### config.mk
export PLATFORM = sky130hd
export DESIGN_NAME = voxel_face_mesher_ao
export DESIGN_NICKNAME = d
export VERILOG_FILES = /design/src/design/vfm_pkg.sv /design/src/design/voxel_face_mesher_ao.sv
export SDC_FILE = /design/constraint.sdc
export NUM_CORES = 1
export LEC_CHECK = 0
export BUFFER_PORTS_ARGS = -buffer_cell sky130_fd_sc_hd__buf_2
export CORE_ASPECT_RATIO = 2
export CORE_MARGIN = 3
export CORE_UTILIZATION = 55
export CTS_CLUSTER_SIZE = 30
export DETAILED_ROUTE_END_ITERATION = 6
export PLACE_DENSITY = 0.81
export SLEW_MARGIN = 5
export SYNTH_ARGS = -nofsm -noshare
export SYNTH_HDL_FRONTEND = slang
export SYNTH_SLANG_ARGS = --single-unit
### constraint.sdc
create_clock -name clock -period 7.8 [get_ports clock]
set_clock_uncertainty 0.05 [all_clocks]
set_input_delay 0.78 -clock clock [delete_from_list [all_inputs] [get_ports clock]]
set_output_delay 0.78 -clock clock [all_outputs]
set_load 0.005 [all_outputs]
### src/design/vfm_pkg.sv
// vfm_pkg: shared types, codes and face/corner tables of the voxel face mesher
`default_nettype none

package vfm_pkg;

   // chunk edge default and field widths
   localparam int CHUNK_EDGE_DEFAULT = 16;
   localparam int COORD_W  = 4;
   localparam int VERT_W   = 5;
   localparam int BTYPE_W  = 3;
   localparam int MAP_W    = 27;
   localparam int INDEX_W  = 17;
   localparam int FACES    = 6;
   localparam int REQ_DATA_W = 48;
   localparam int RSP_DATA_W = 48;

   // face codes in emission order
   localparam logic [2:0] FACE_TOP    = 3'd0;
   localparam logic [2:0] FACE_BOTTOM = 3'd1;
   localparam logic [2:0] FACE_LEFT   = 3'd2;
   localparam logic [2:0] FACE_RIGHT  = 3'd3;
   localparam logic [2:0] FACE_FRONT  = 3'd4;
   localparam logic [2:0] FACE_BACK   = 3'd5;

   // corner kinds within a face
   localparam logic [1:0] KIND_TOP_LEFT     = 2'd0;
   localparam logic [1:0] KIND_TOP_RIGHT    = 2'd1;
   localparam logic [1:0] KIND_BOTTOM_RIGHT = 2'd2;
   localparam logic [1:0] KIND_BOTTOM_LEFT  = 2'd3;

   // which neighbour cell of a face corner is looked up
   typedef enum logic [1:0] {
      CELL_NORMAL = 2'd0,
      CELL_SIDE_R = 2'd1,
      CELL_SIDE_U = 2'd2,
      CELL_DIAG   = 2'd3
   } cell_sel_type;

   // request payload, last field in the low bits
   typedef struct packed {
      logic [5:0]         pad;
      logic [MAP_W-1:0]   neighbour_empty;
      logic [BTYPE_W-1:0] block_type;
      logic [COORD_W-1:0] voxel_z;
      logic [COORD_W-1:0] voxel_y;
      logic [COORD_W-1:0] voxel_x;
   } req_item_type;

   // response payload, last field in the low bits
   typedef struct packed {
      logic [1:0]         pad;
      logic [INDEX_W-1:0] vertex_index;
      logic [1:0]         occlusion;
      logic [2:0]         face_dir;
      logic [BTYPE_W-1:0] face_block_type;
      logic [3:0]         tex_v_eighths;
      logic [1:0]         tex_u_thirds;
      logic [VERT_W-1:0]  vertex_z;
      logic [VERT_W-1:0]  vertex_y;
      logic [VERT_W-1:0]  vertex_x;
   } vertex_type;

   // corner offset and kind of one emitted vertex
   typedef struct packed {
      logic       ofs_x;
      logic       ofs_y;
      logic       ofs_z;
      logic [1:0] kind;
   } corner_type;

   // corner of the k-th vertex emitted for a face
   function automatic corner_type vertex_corner(input logic [2:0] face, input logic [1:0] k);
      corner_type c;
      case ({face, k})
         {FACE_TOP, 2'd0}:    c = '{1'b0, 1'b1, 1'b0, KIND_BOTTOM_LEFT};
         {FACE_TOP, 2'd1}:    c = '{1'b0, 1'b1, 1'b1, KIND_TOP_LEFT};
         {FACE_TOP, 2'd2}:    c = '{1'b1, 1'b1, 1'b1, KIND_TOP_RIGHT};
         {FACE_TOP, 2'd3}:    c = '{1'b1, 1'b1, 1'b0, KIND_BOTTOM_RIGHT};
         {FACE_BOTTOM, 2'd0}: c = '{1'b0, 1'b0, 1'b1, KIND_TOP_LEFT};
         {FACE_BOTTOM, 2'd1}: c = '{1'b0, 1'b0, 1'b0, KIND_BOTTOM_LEFT};
         {FACE_BOTTOM, 2'd2}: c = '{1'b1, 1'b0, 1'b0, KIND_BOTTOM_RIGHT};
         {FACE_BOTTOM, 2'd3}: c = '{1'b1, 1'b0, 1'b1, KIND_TOP_RIGHT};
         {FACE_LEFT, 2'd0}:   c = '{1'b0, 1'b0, 1'b1, KIND_BOTTOM_LEFT};
         {FACE_LEFT, 2'd1}:   c = '{1'b0, 1'b1, 1'b1, KIND_TOP_LEFT};
         {FACE_LEFT, 2'd2}:   c = '{1'b0, 1'b1, 1'b0, KIND_TOP_RIGHT};
         {FACE_LEFT, 2'd3}:   c = '{1'b0, 1'b0, 1'b0, KIND_BOTTOM_RIGHT};
         {FACE_RIGHT, 2'd0}:  c = '{1'b1, 1'b0, 1'b0, KIND_BOTTOM_RIGHT};
         {FACE_RIGHT, 2'd1}:  c = '{1'b1, 1'b1, 1'b0, KIND_TOP_RIGHT};
         {FACE_RIGHT, 2'd2}:  c = '{1'b1, 1'b1, 1'b1, KIND_TOP_LEFT};
         {FACE_RIGHT, 2'd3}:  c = '{1'b1, 1'b0, 1'b1, KIND_BOTTOM_LEFT};
         {FACE_FRONT, 2'd0}:  c = '{1'b0, 1'b0, 1'b0, KIND_BOTTOM_LEFT};
         {FACE_FRONT, 2'd1}:  c = '{1'b0, 1'b1, 1'b0, KIND_TOP_LEFT};
         {FACE_FRONT, 2'd2}:  c = '{1'b1, 1'b1, 1'b0, KIND_TOP_RIGHT};
         {FACE_FRONT, 2'd3}:  c = '{1'b1, 1'b0, 1'b0, KIND_BOTTOM_RIGHT};
         {FACE_BACK, 2'd0}:   c = '{1'b1, 1'b0, 1'b1, KIND_BOTTOM_RIGHT};
         {FACE_BACK, 2'd1}:   c = '{1'b1, 1'b1, 1'b1, KIND_TOP_RIGHT};
         {FACE_BACK, 2'd2}:   c = '{1'b0, 1'b1, 1'b1, KIND_TOP_LEFT};
         {FACE_BACK, 2'd3}:   c = '{1'b0, 1'b0, 1'b1, KIND_BOTTOM_LEFT};
         default:             c = '{1'b0, 1'b0, 1'b0, KIND_TOP_LEFT};
      endcase
      return c;
   endfunction

   // bit of the 3x3x3 empty map for a cell next to a face corner
   function automatic logic [4:0] cell_index(input logic [2:0] face, input logic [1:0] kind,
                                             input cell_sel_type sel);
      int nx, ny, nz, rx, ry, rz, ux, uy, uz;
      int sr, su, dx, dy, dz, idx;
      nx = 0; ny = 0; nz = 0;
      rx = 1; ry = 0; rz = 0;
      ux = 0; uy = 1; uz = 0;
      case (face)
         FACE_TOP: begin
            ny = 1; uy = 0; uz = 1;
         end
         FACE_BOTTOM: begin
            ny = -1; uy = 0; uz = 1;
         end
         FACE_LEFT: begin
            nx = -1; rx = 0; rz = -1;
         end
         FACE_RIGHT: begin
            nx = 1; rx = 0; rz = -1;
         end
         FACE_FRONT: begin
            nz = -1;
         end
         FACE_BACK: begin
            nz = 1;
         end
         default: begin
            ny = 1; uy = 0; uz = 1;
         end
      endcase
      sr = (kind == KIND_TOP_LEFT || kind == KIND_BOTTOM_LEFT) ? -1 : 1;
      su = (kind == KIND_TOP_LEFT || kind == KIND_TOP_RIGHT) ? 1 : -1;
      if (sel == CELL_NORMAL || sel == CELL_SIDE_U) begin
         sr = 0;
      end
      if (sel == CELL_NORMAL || sel == CELL_SIDE_R) begin
         su = 0;
      end
      dx = nx + sr * rx + su * ux;
      dy = ny + sr * ry + su * uy;
      dz = nz + sr * rz + su * uz;
      idx = (dx + 1) * 9 + (dy + 1) * 3 + (dz + 1);
      return 5'(idx);
   endfunction

endpackage

`default_nettype wire

### src/design/voxel_face_mesher_ao.sv
// voxel_face_mesher_ao: per-voxel face culling and vertex emission with ambient occlusion
//
//  channel  | dir | payload
//  ---------+-----+------------------------------------------------------------
//  req_*    | in  | voxel x/y/z, block type, neighbour empty map; tuser chunk start
//  rsp_*    | out | one vertex per transfer; tlast on the voxel's final vertex
//
// a solid voxel emits 4 vertices per open face (0 to 24), one vertex per cycle unless
// rsp_tready stalls the output register, set by the single vertex generator feeding
// the output register; a voxel with no open face (or block type 0) is absorbed with no response.
// the next request is taken in the cycle the current voxel's last vertex is emitted.
// reset is synchronous, active high, and clears valids and the vertex counter.
// a stalled rsp_tready holds the output register and the voxel in flight.
`default_nettype none

module voxel_face_mesher_ao #(
   parameter int ChunkEdge = vfm_pkg::CHUNK_EDGE_DEFAULT
) (
   input  wire logic                          clock,
   input  wire logic                          reset,
   // req_tdata from bit 0: voxel_x[4], voxel_y[4], voxel_z[4], block_type[3],
   // neighbour_empty[27], zero pad[6]
   input  wire logic                          req_tvalid,
   output logic                               req_tready,
   input  wire logic [vfm_pkg::REQ_DATA_W-1:0] req_tdata,
   // req_tuser: chunk_start
   input  wire logic                          req_tuser,
   // rsp_tdata from bit 0: vertex_x[5], vertex_y[5], vertex_z[5], tex_u_thirds[2],
   // tex_v_eighths[4], face_block_type[3], face_dir[3], occlusion[2],
   // vertex_index[17], zero pad[2]
   output logic                               rsp_tvalid,
   input  wire logic                          rsp_tready,
   output logic [vfm_pkg::RSP_DATA_W-1:0]     rsp_tdata,
   // rsp_tlast: last_vertex
   output logic                               rsp_tlast
);
   import vfm_pkg::*;

   localparam int ClampMax = (ChunkEdge > 16) ? 15 : ChunkEdge - 1;

   // voxel in flight
   logic                 wk_valid_ff, wk_valid_in;
   logic [COORD_W-1:0]   wk_x_ff, wk_x_in;
   logic [COORD_W-1:0]   wk_y_ff, wk_y_in;
   logic [COORD_W-1:0]   wk_z_ff, wk_z_in;
   logic [BTYPE_W-1:0]   wk_bt_ff, wk_bt_in;
   logic [MAP_W-1:0]     wk_map_ff, wk_map_in;
   logic [FACES-1:0]     wk_mask_ff, wk_mask_in;
   logic [1:0]           wk_corner_ff, wk_corner_in;
   logic [INDEX_W-1:0]   count_ff, count_in;
   // output register
   logic                 rsp_valid_ff, rsp_valid_in;
   vertex_type           rsp_data_ff, rsp_data_in;
   logic                 rsp_last_ff, rsp_last_in;

   req_item_type         req_item;
   logic                 accept, emit, done, vertex_last;
   logic [FACES-1:0]     new_mask, face_hot, mask_after;
   logic [2:0]           face;
   corner_type           corner;
   logic [1:0]           ao;
   logic [COORD_W-1:0]   cx, cy, cz;
   vertex_type           vert;

   assign req_item = req_item_type'(req_tdata);

   // clamp incoming coordinates to the chunk
   always_comb begin
      cx = req_item.voxel_x;
      cy = req_item.voxel_y;
      cz = req_item.voxel_z;
      if ({3'b000, req_item.voxel_x} >= 7'(ChunkEdge)) begin
         cx = COORD_W'(ClampMax);
      end
      if ({3'b000, req_item.voxel_y} >= 7'(ChunkEdge)) begin
         cy = COORD_W'(ClampMax);
      end
      if ({3'b000, req_item.voxel_z} >= 7'(ChunkEdge)) begin
         cz = COORD_W'(ClampMax);
      end
   end

   // open faces of the incoming voxel
   always_comb begin
      for (int f = 0; f < FACES; f++) begin
         new_mask[f] = (req_item.block_type != '0) &&
                       req_item.neighbour_empty[cell_index(3'(f), KIND_TOP_LEFT, CELL_NORMAL)];
      end
   end

   // lowest remaining face
   always_comb begin
      face = FACE_TOP;
      face_hot = '0;
      for (int f = FACES - 1; f >= 0; f--) begin
         if (wk_mask_ff[f]) begin
            face = 3'(f);
            face_hot = FACES'(1) << f;
         end
      end
      mask_after = (wk_corner_ff == 2'd3) ? (wk_mask_ff & ~face_hot) : wk_mask_ff;
      vertex_last = (wk_corner_ff == 2'd3) && (mask_after == '0);
   end

   // vertex generation
   always_comb begin
      corner = vertex_corner(face, wk_corner_ff);
      ao = 2'({1'b0, wk_map_ff[cell_index(face, corner.kind, CELL_SIDE_R)]}
            + {1'b0, wk_map_ff[cell_index(face, corner.kind, CELL_SIDE_U)]}
            + {1'b0, wk_map_ff[cell_index(face, corner.kind, CELL_DIAG)]});
      vert = '0;
      vert.vertex_x = {1'b0, wk_x_ff} + VERT_W'(corner.ofs_x);
      vert.vertex_y = {1'b0, wk_y_ff} + VERT_W'(corner.ofs_y);
      vert.vertex_z = {1'b0, wk_z_ff} + VERT_W'(corner.ofs_z);
      case (face)
         FACE_TOP:    vert.tex_u_thirds = 2'd2;
         FACE_BOTTOM: vert.tex_u_thirds = 2'd0;
         default:     vert.tex_u_thirds = 2'd1;
      endcase
      if (corner.kind == KIND_TOP_LEFT || corner.kind == KIND_BOTTOM_LEFT) begin
         vert.tex_u_thirds = vert.tex_u_thirds + 2'd1;
      end
      vert.tex_v_eighths = {1'b0, wk_bt_ff} +
         4'((corner.kind == KIND_BOTTOM_RIGHT || corner.kind == KIND_BOTTOM_LEFT) ? 1 : 0);
      vert.face_block_type = wk_bt_ff;
      vert.face_dir = face;
      vert.occlusion = ao;
      vert.vertex_index = count_ff;
   end

   // handshake
   assign emit = wk_valid_ff && (!rsp_valid_ff || rsp_tready);
   assign done = emit && vertex_last;
   assign req_tready = !wk_valid_ff || done;
   assign accept = req_tvalid && req_tready;

   // next state of the voxel in flight and the counter
   always_comb begin
      wk_valid_in = wk_valid_ff;
      wk_x_in = wk_x_ff;
      wk_y_in = wk_y_ff;
      wk_z_in = wk_z_ff;
      wk_bt_in = wk_bt_ff;
      wk_map_in = wk_map_ff;
      wk_mask_in = wk_mask_ff;
      wk_corner_in = wk_corner_ff;
      count_in = count_ff;
      if (emit) begin
         count_in = count_ff + INDEX_W'(1);
         wk_corner_in = wk_corner_ff + 2'd1;
         wk_mask_in = mask_after;
         if (vertex_last) begin
            wk_valid_in = 1'b0;
         end
      end
      if (accept) begin
         wk_valid_in = |new_mask;
         wk_x_in = cx;
         wk_y_in = cy;
         wk_z_in = cz;
         wk_bt_in = req_item.block_type;
         wk_map_in = req_item.neighbour_empty;
         wk_mask_in = new_mask;
         wk_corner_in = 2'd0;
         if (req_tuser) begin
            count_in = '0;
         end
      end
   end

   // output register next state
   always_comb begin
      rsp_valid_in = rsp_valid_ff;
      rsp_data_in = rsp_data_ff;
      rsp_last_in = rsp_last_ff;
      if (emit) begin
         rsp_valid_in = 1'b1;
         rsp_data_in = vert;
         rsp_last_in = vertex_last;
      end else if (rsp_tready) begin
         rsp_valid_in = 1'b0;
      end
   end

   // control registers
   always_ff @(posedge clock) begin
      if (reset) begin
         wk_valid_ff <= 1'b0;
         rsp_valid_ff <= 1'b0;
         count_ff <= '0;
      end else begin
         wk_valid_ff <= wk_valid_in;
         rsp_valid_ff <= rsp_valid_in;
         count_ff <= count_in;
      end
   end

   // payload registers
   always_ff @(posedge clock) begin
      wk_x_ff <= wk_x_in;
      wk_y_ff <= wk_y_in;
      wk_z_ff <= wk_z_in;
      wk_bt_ff <= wk_bt_in;
      wk_map_ff <= wk_map_in;
      wk_mask_ff <= wk_mask_in;
      wk_corner_ff <= wk_corner_in;
      rsp_data_ff <= rsp_data_in;
      rsp_last_ff <= rsp_last_in;
   end

   assign rsp_tvalid = rsp_valid_ff;
   assign rsp_tdata = RSP_DATA_W'(rsp_data_ff);
   assign rsp_tlast = rsp_last_ff;

endmodule

`default_nettype wire

==> Word level (Yosys, flattened, before mapping) <==
Memories as Yosys holds them, arrays and structs flattened.
Cells that the tools add are included.
{ "totals": {"inputBits": 53, "elab_cells": 139, "mem_bits_ro": 160, "ff_bits": 116, "memories": 1, "output_inout_bits": 51} }
{ "classes": {"mux": 41, "n_bitwise": 2, "n_eq_ne": 9, "magnitude_cmp": 3, "n_mul": 8, "reduce_logical": 28, "n_addsub": 27} }
{ "memory_table": {"columns": ["memory", "words", "width", "read_ports", "rd_ports_with_merged_regs", "write_ports", "line", "rtl"], "rows": [
  ["(name not given)", 32, 5, 1, 0, 0, "vfm_pkg.sv:74", "case ({face, k})"]
]} }
{ "op_table": {"columns": ["op", "n"], "rows": [
  ["adder 32 x 2 -> 32 bit, second input constant", 4],
  ["one-hot mux 32 bit (2 select lines)", 2],
  ["2-to-1 mux 32 bit", 3],
  ["adder 32 bit", 2],
  ["multiplier 32 x 2 -> 32 bit", 2],
  ["multiplier 32 x 3 -> 5 bit, second input constant", 2],
  ["multiplier 32 x 5 -> 5 bit, second input constant", 2],
  ["2-to-1 mux 6 bit", 9],
  ["2-to-1 mux 17 bit", 3],
  ["adder 5 bit", 9],
  ["multiplier 32 x 2 -> 5 bit", 1],
  ["multiplier 32 x 32 -> 5 bit", 1],
  ["less-than comparator 5 x 6 -> 1 bit, second input constant", 3],
  ["2-to-1 mux 3 bit", 6],
  ["adder 17 x 1 -> 17 bit, second input constant", 1],
  ["adder 4 x 1 -> 5 bit", 3],
  ["adder 5 x 2 -> 5 bit, second input constant", 3],
  ["binary-select mux 1 bit (select 5 bit)", 3],
  ["2-to-1 mux 1 bit", 12],
  ["logical AND 1 bit", 10],
  ["one-hot mux 5 bit (2 select lines)", 1],
  ["bitwise AND 6 bit", 1],
  ["equality test 2 bit, second input constant", 3],
  ["equality test 3 x 2 -> 1 bit, second input constant", 2],
  ["other kinds (21)", 30]
]} }

==> Logic depth before layout (Yosys ltp) <==
An unclocked memory read counts as a cell.
{ "depth": {"word_depth": 20, "ltp_mapped": 31, "ltp_nobuf": 30} }

==> Worst setup path after synthesis <==
No wires, ideal clock.
{ "synth_timing": {"path_type": "register to register", "startpoint": "register wk_mask_ff[1]", "endpoint": "register rsp_data_ff (netlist bit rsp_tdata[27]) (data pin)", "setup_time_ns": 0.250, "period_less_slack_ns": 7.108, "arrival_time_ns": 6.808, "n_path_buf": 1, "setup_slack_ns": 0.692, "stages_incl_launch_ff": 28, "cell_sequence": "edfxtp_1 -> buf_6 -> or3_4 -> nor3_1 -> inv_1 -> ha_1 -> or3_1 -> inv_1 -> ha_1 -> a21o_1 -> ha_1 -> ha_1 -> ha_1 -> inv_1 -> fa_1 -> fa_1 -> inv_1 -> ha_1 -> fa_1 -> inv_1 -> fa_1 -> xor2_1 -> xnor2_1 -> xnor2_1 -> xnor3_1 -> mux2i_1 -> fa_1 -> inv_1"} }
{ "synth_between": {"elab_chain_cells": 16} }
{ "synth_rtl": {"columns": ["item", "line", "rtl"], "rows": [
  ["start, declared", "voxel_face_mesher_ao.sv:48", "logic [FACES-1:0] wk_mask_ff, wk_mask_in;"],
  ["start signal, assigned", "voxel_face_mesher_ao.sv:205", "wk_mask_ff <= wk_mask_in;"],
  ["2-to-1 mux 3 bit (*) (2 in series)", "voxel_face_mesher_ao.sv:96", "if (wk_mask_ff[f]) begin"],
  ["net face[2]", "voxel_face_mesher_ao.sv:59", "logic [2:0] face;"],
  ["memory read (32 x 5 bit)", null, null],
  ["equality test 2 bit, or another cell as far along", "vfm_pkg.sv:135", "sr = (kind == KIND_TOP_LEFT || kind == KIND_BOTTOM_LEFT) ? -1 : 1;"],
  ["logical OR 1 bit (on tied branches)", null, null],
  ["2-to-1 mux 32 bit (on tied branches)", "vfm_pkg.sv:135, vfm_pkg.sv:136", null],
  ["multiplier 32 x 2 -> 32 bit (on tied branches)", "vfm_pkg.sv:143, vfm_pkg.sv:144", null],
  ["adder 32 bit (on tied branches)", "vfm_pkg.sv:143, vfm_pkg.sv:144", null],
  ["adder 32 x 2 -> 32 bit", "vfm_pkg.sv:146", "idx = (dx + 1) * 9 + (dy + 1) * 3 + (dz + 1);"],
  ["multiplier 32 x 5 -> 5 bit or multiplier 32 x 3 -> 5 bit (tied branches)", "vfm_pkg.sv:146", null],
  ["adder 5 bit (2 in series)", "vfm_pkg.sv:146", null],
  ["binary-select mux 1 bit (select 5 bit) (on tied branches)", "voxel_face_mesher_ao.sv:108, voxel_face_mesher_ao.sv:109", null],
  ["2-to-1 mux 1 bit (on tied branches)", "voxel_face_mesher_ao.sv:108, voxel_face_mesher_ao.sv:109", null],
  ["adder 1 x 1 -> 2 bit", "voxel_face_mesher_ao.sv:109", "+ {1'b0, wk_map_ff[cell_index(face, corner.kind, CELL_SIDE_U)]}"],
  ["adder 2 x 1 -> 2 bit (*)", "voxel_face_mesher_ao.sv:110", "+ {1'b0, wk_map_ff[cell_index(face, corner.kind, CELL_DIAG)]});"],
  ["net ao[0]", "voxel_face_mesher_ao.sv:61", "logic [1:0] ao;"],
  ["end signal, assigned", "voxel_face_mesher_ao.sv:207", "rsp_data_ff <= rsp_data_in;"],
  ["end, declared", "voxel_face_mesher_ao.sv:53", "vertex_type rsp_data_ff, rsp_data_in;"]
]} }
The timed path passes the listed nets; every way through them passes the cells marked *. The select of a mux whose other input is x is not followed.
A chain may end at the register's enable or synchronous reset.

==> Worst setup path in the final report <==
Same ends and word-level chain as after synthesis.

==> results_dict.tcl <==
set metrics [dict create \
    outcome "finished clean" \
    route.met2.wl_mm 8.542 \
    power.combinational.fraction_pct 62.8 \
    post_synth_fa_ha_maj_area_fraction_pct 15.90 \
    synth_edf_count 95 \
    pin_count_of_the_biggest_net_entering_global_routing 53 \
    clock_latency_ns 0.40 \
    critical_path_start_type "flop" \
    crit_type "reg -> reg" \
    report.final.hold_viol_count 0 \
    total_power_uw 4382 \
    insertedDiodeCount 0 \
    timing.hold.worst.class "reg -> reg" \
    synth.cells.most_frequent "95 x sky130_fd_sc_hd__edfxtp_1, 54 x sky130_fd_sc_hd__inv_1, 53 x sky130_fd_sc_hd__ha_1" \
    fill_cells 805 \
    drv.max_cap_violation_count 0 \
    netlist.top_cell.by_area "sky130_fd_sc_hd__edfxtp_1" \
    horiz_die_dim_um 82.87 \
    muxShareOfSynthArea_pct 8.508 \
    final_core_util_pct 68.20 \
    swShare_pct 38.36 \
    synth_compound_gate_area_share_pct 4.986 \
    clockBufferDepth 2 \
    synth_xor_area_share_pct 7.372 \
    finalCriticalPeriod_ns 7.542 \
    synth_simple_gate_area_share_pct 8.085 \
    synthCells 489 \
    cts_max_level 4 \
    setup_total_neg_slack_ns 0 \
    crit_required_ns 7.92 \
    worstPathMaxFanout 9 \
    die_h_um 159.7 \
    intPower_uw 2701 \
    routed_via_density 5.554 \
    die-area_um2 13240 \
    half_perimeter_wire_length_after_placement_mm 10.58 \
    pre_cts_ws_ns 0.3064 \
    drt_iter0_markers 236 \
    grt_overflow_total 0 \
    worstSetupEndpointType "flop" \
    first_pass_iters 5 \
    period_share_pct 96.69 \
    synth_top_family_by_area "adder cells" \
    synth-seq-cells 116 \
    fin_ws_ns 0.2583 \
    layout-drive-gt1-share_pct 27.60 \
    tritoncts.num_buffers 17 \
    unrepaired_setup_endpoints_after_global_routing "no" \
    global_route.usage.total_pct 22.26 \
    slowest_stage "sky130_fd_sc_hd__fa_1" \
    met3_length_um 659 \
    post_synthesis_async_set_or_reset_flop_share_pct 0 \
    drc 0 \
    slew_viol_final 0 \
    core_um2 11420 \
    commonest_register_cell_after_synthesis "sky130_fd_sc_hd__edfxtp_1" \
    num_rows 55 \
    critPathMaxStageDelay_ns 0.56 \
    timing.final.setup_violations 0 \
    synth.cell_area_um2 6500 \
    multi_input_logic_area_um2 2948 \
    max_slew.worst_pin.slew_ns 1.122 \
    drt-total-wl_mm 14.30 \
    port_buffers 95 \
    detail_route.wirelength.met1_mm 4.543 \
    ctsRootBufferMaster "sky130_fd_sc_hd__clkbuf_16" \
    power.share.sequential_pct 19.1 \
    final_nets 727 \
    final.hold.worst_slack_ns 0.4065 \
    cell_leakage_power_uw 0.003293 \
    max_slew_margin_pct 25.09 \
    power.share.clock_pct 18.1 \
    clock_sinks 116 \
    wire_per_inst_um 18.87 \
    synthesis_warnings 0 \
    yosysTopAreaCellShare_pct 43.89 \
    cts_tree "done" \
    arrival_ns 7.66 \
    number_of_global_route_vias_before_repair 4590 \
    antenna_violations_before_repair 0 \
    cellPowerDensity_nw_per_um2 562.4 \
    area.growth.synth_to_final_pct 19.87 \
    route.top_layer_used "met4" \
    vdd_ir_drop_max_uv 422.6 \
    worst_setup_hold_path_clk_slew_ns 0.05 \
    synth.most_common_cell "sky130_fd_sc_hd__edfxtp_1" \
    regArea_um2 3273 \
    route.antenna.remaining_nets 0 \
    fmax_mhz 132.6 \
    ioPinCount 104 \
    synth.area.top_cells "sky130_fd_sc_hd__edfxtp_1 44%, sky130_fd_sc_hd__ha_1 10%, sky130_fd_sc_hd__mux4_2 7.3%" \
    route.vias.total 4210 \
    path_delay_family "adder cells" \
    grt_first_pass_wirelength_mm 22.96 \
    critical_path_buf_inv_count 6 \
    netlist-cell-type-count 51 \
    place_congestion 0.9363 \
    p_sw_uw 1681 \
    initial_core_util_pct 56.90 \
    synth.yosys.seq_area_share_pct 50.36 \
    post_synth.cell_area_avg_um2 13.29 \
    cts_hold_repair.buffers 0 \
]
[power groups by stage]
| stage | logic (µW) | registers, µW | clock network (µW) |
|---|---|---|---|
| after floorplan | 2120 | 842 | 0 |
| after global placement | 2620 | 846 | 0 |
| after detailed placement | 2730 | 849 | 0 |
| after CTS | 2770 | 838 | 806 |
| after global routing | 3050 | 842 | 832 |
| final | 2750 | 838 | 793 |
[routing by layer]
layer	track usage [%]	up-vias
met5	0	-
met4	10.64	0
met3	5.576	37
met2	43.13	118
met1	21.12	2079
li1	-	1976
[layout make-up]
class / count / area share, %
flip-flops and latches: 116 / 42.01
multi-input cells: 306 / 37.84
repair buffers: 107 / 7.259
clock buffers: 26 / 6.809
inverters: 55 / 2.650
well taps: 142 / 2.280
clock inverters: 6 / 1.156
[stage by stage]
| step | std cells | area (µm²) |
|---|---|---|
| after floorplan | 492 | 6511 |
| after global placement | 718 | 7094 |
| after detailed placement | 718 | 7094 |
| after CTS | 750 | 7715 |
| after global routing | 758 | 7791 |
| final | 758 | 7791 |
[cells in the final DEF, fill, tap and decap left out, types with 18 or more instances in the layout]
| cell | count |
|---|---|
| sky130_fd_sc_hd__buf_2 | 95 |
| sky130_fd_sc_hd__xnor2_1 | 27 |
| sky130_fd_sc_hd__fa_1 | 18 |
| sky130_fd_sc_hd__xor2_1 | 19 |
| sky130_fd_sc_hd__edfxtp_1 | 95 |
| sky130_fd_sc_hd__clkbuf_16 | 18 |
| sky130_fd_sc_hd__mux4_2 | 21 |
| sky130_fd_sc_hd__nor2_1 | 32 |
| sky130_fd_sc_hd__inv_1 | 54 |
| sky130_fd_sc_hd__dfxtp_1 | 21 |
| sky130_fd_sc_hd__ha_1 | 53 |
| sky130_fd_sc_hd__nand2_1 | 24 |
[worst paths after layout]
check,start,end,slack (ns),cells past startpoint
setup reg to reg,wk_mask_ff[1]$_DFFE_PP_,rsp_tdata[27]$_DFFE_PP_,0.26,26
hold reg to reg,wk_bt_ff[0]$_DFFE_PP_,rsp_tdata[21]$_DFFE_PP_,0.41,0
setup / recovery,wk_mask_ff[1]$_DFFE_PP_,rsp_tdata[27]$_DFFE_PP_,0.26,26
hold / removal,wk_bt_ff[0]$_DFFE_PP_,rsp_tdata[21]$_DFFE_PP_,0.41,0
[worst register-to-register path, delay by kind of cell, from the launching register on]
family	cells	cell delay (ns)
flops	1	0.52
simple gates	3	1.14
xor+xnor	4	0.82
buf+inv	6	0.37
mux	1	0.19
fa+ha+maj	11	4.03
compound gates	1	0.18
[state kept, by name, summed over array words and instances, names as in the netlist]
| signal | cells |
|---|---|
| wk_x_ff | 4 |
| wk_z_ff | 4 |
| wk_valid_ff | 1 |
| wk_y_ff | 4 |
| wk_map_ff | 27 |
| rsp_tdata | 46 |
| wk_bt_ff | 3 |
| rsp_tlast | 1 |
| wk_corner_ff | 2 |
| wk_mask_ff | 6 |
| rsp_tvalid | 1 |
| count_ff | 17 |
[cells by family after synthesis]
logic type                 Yosys count
xor gates and xnor gates            50
DFF                                116
and+or+nand+nor                    106
AOI/OAI and AO/OA                   45
other                                1
adders and majority gates           72
buffers and inverters               70
muxes                               29
[what timing repair did]
| action | 4_1_cts | 5_1_grt |
|---|---|---|
| gates resized for setup | 0 | 3 |
| buffers inserted | 0 | 8 |
| setup endpoints to repair | 0 | 2 |
(Power assumes the default switching activity.)
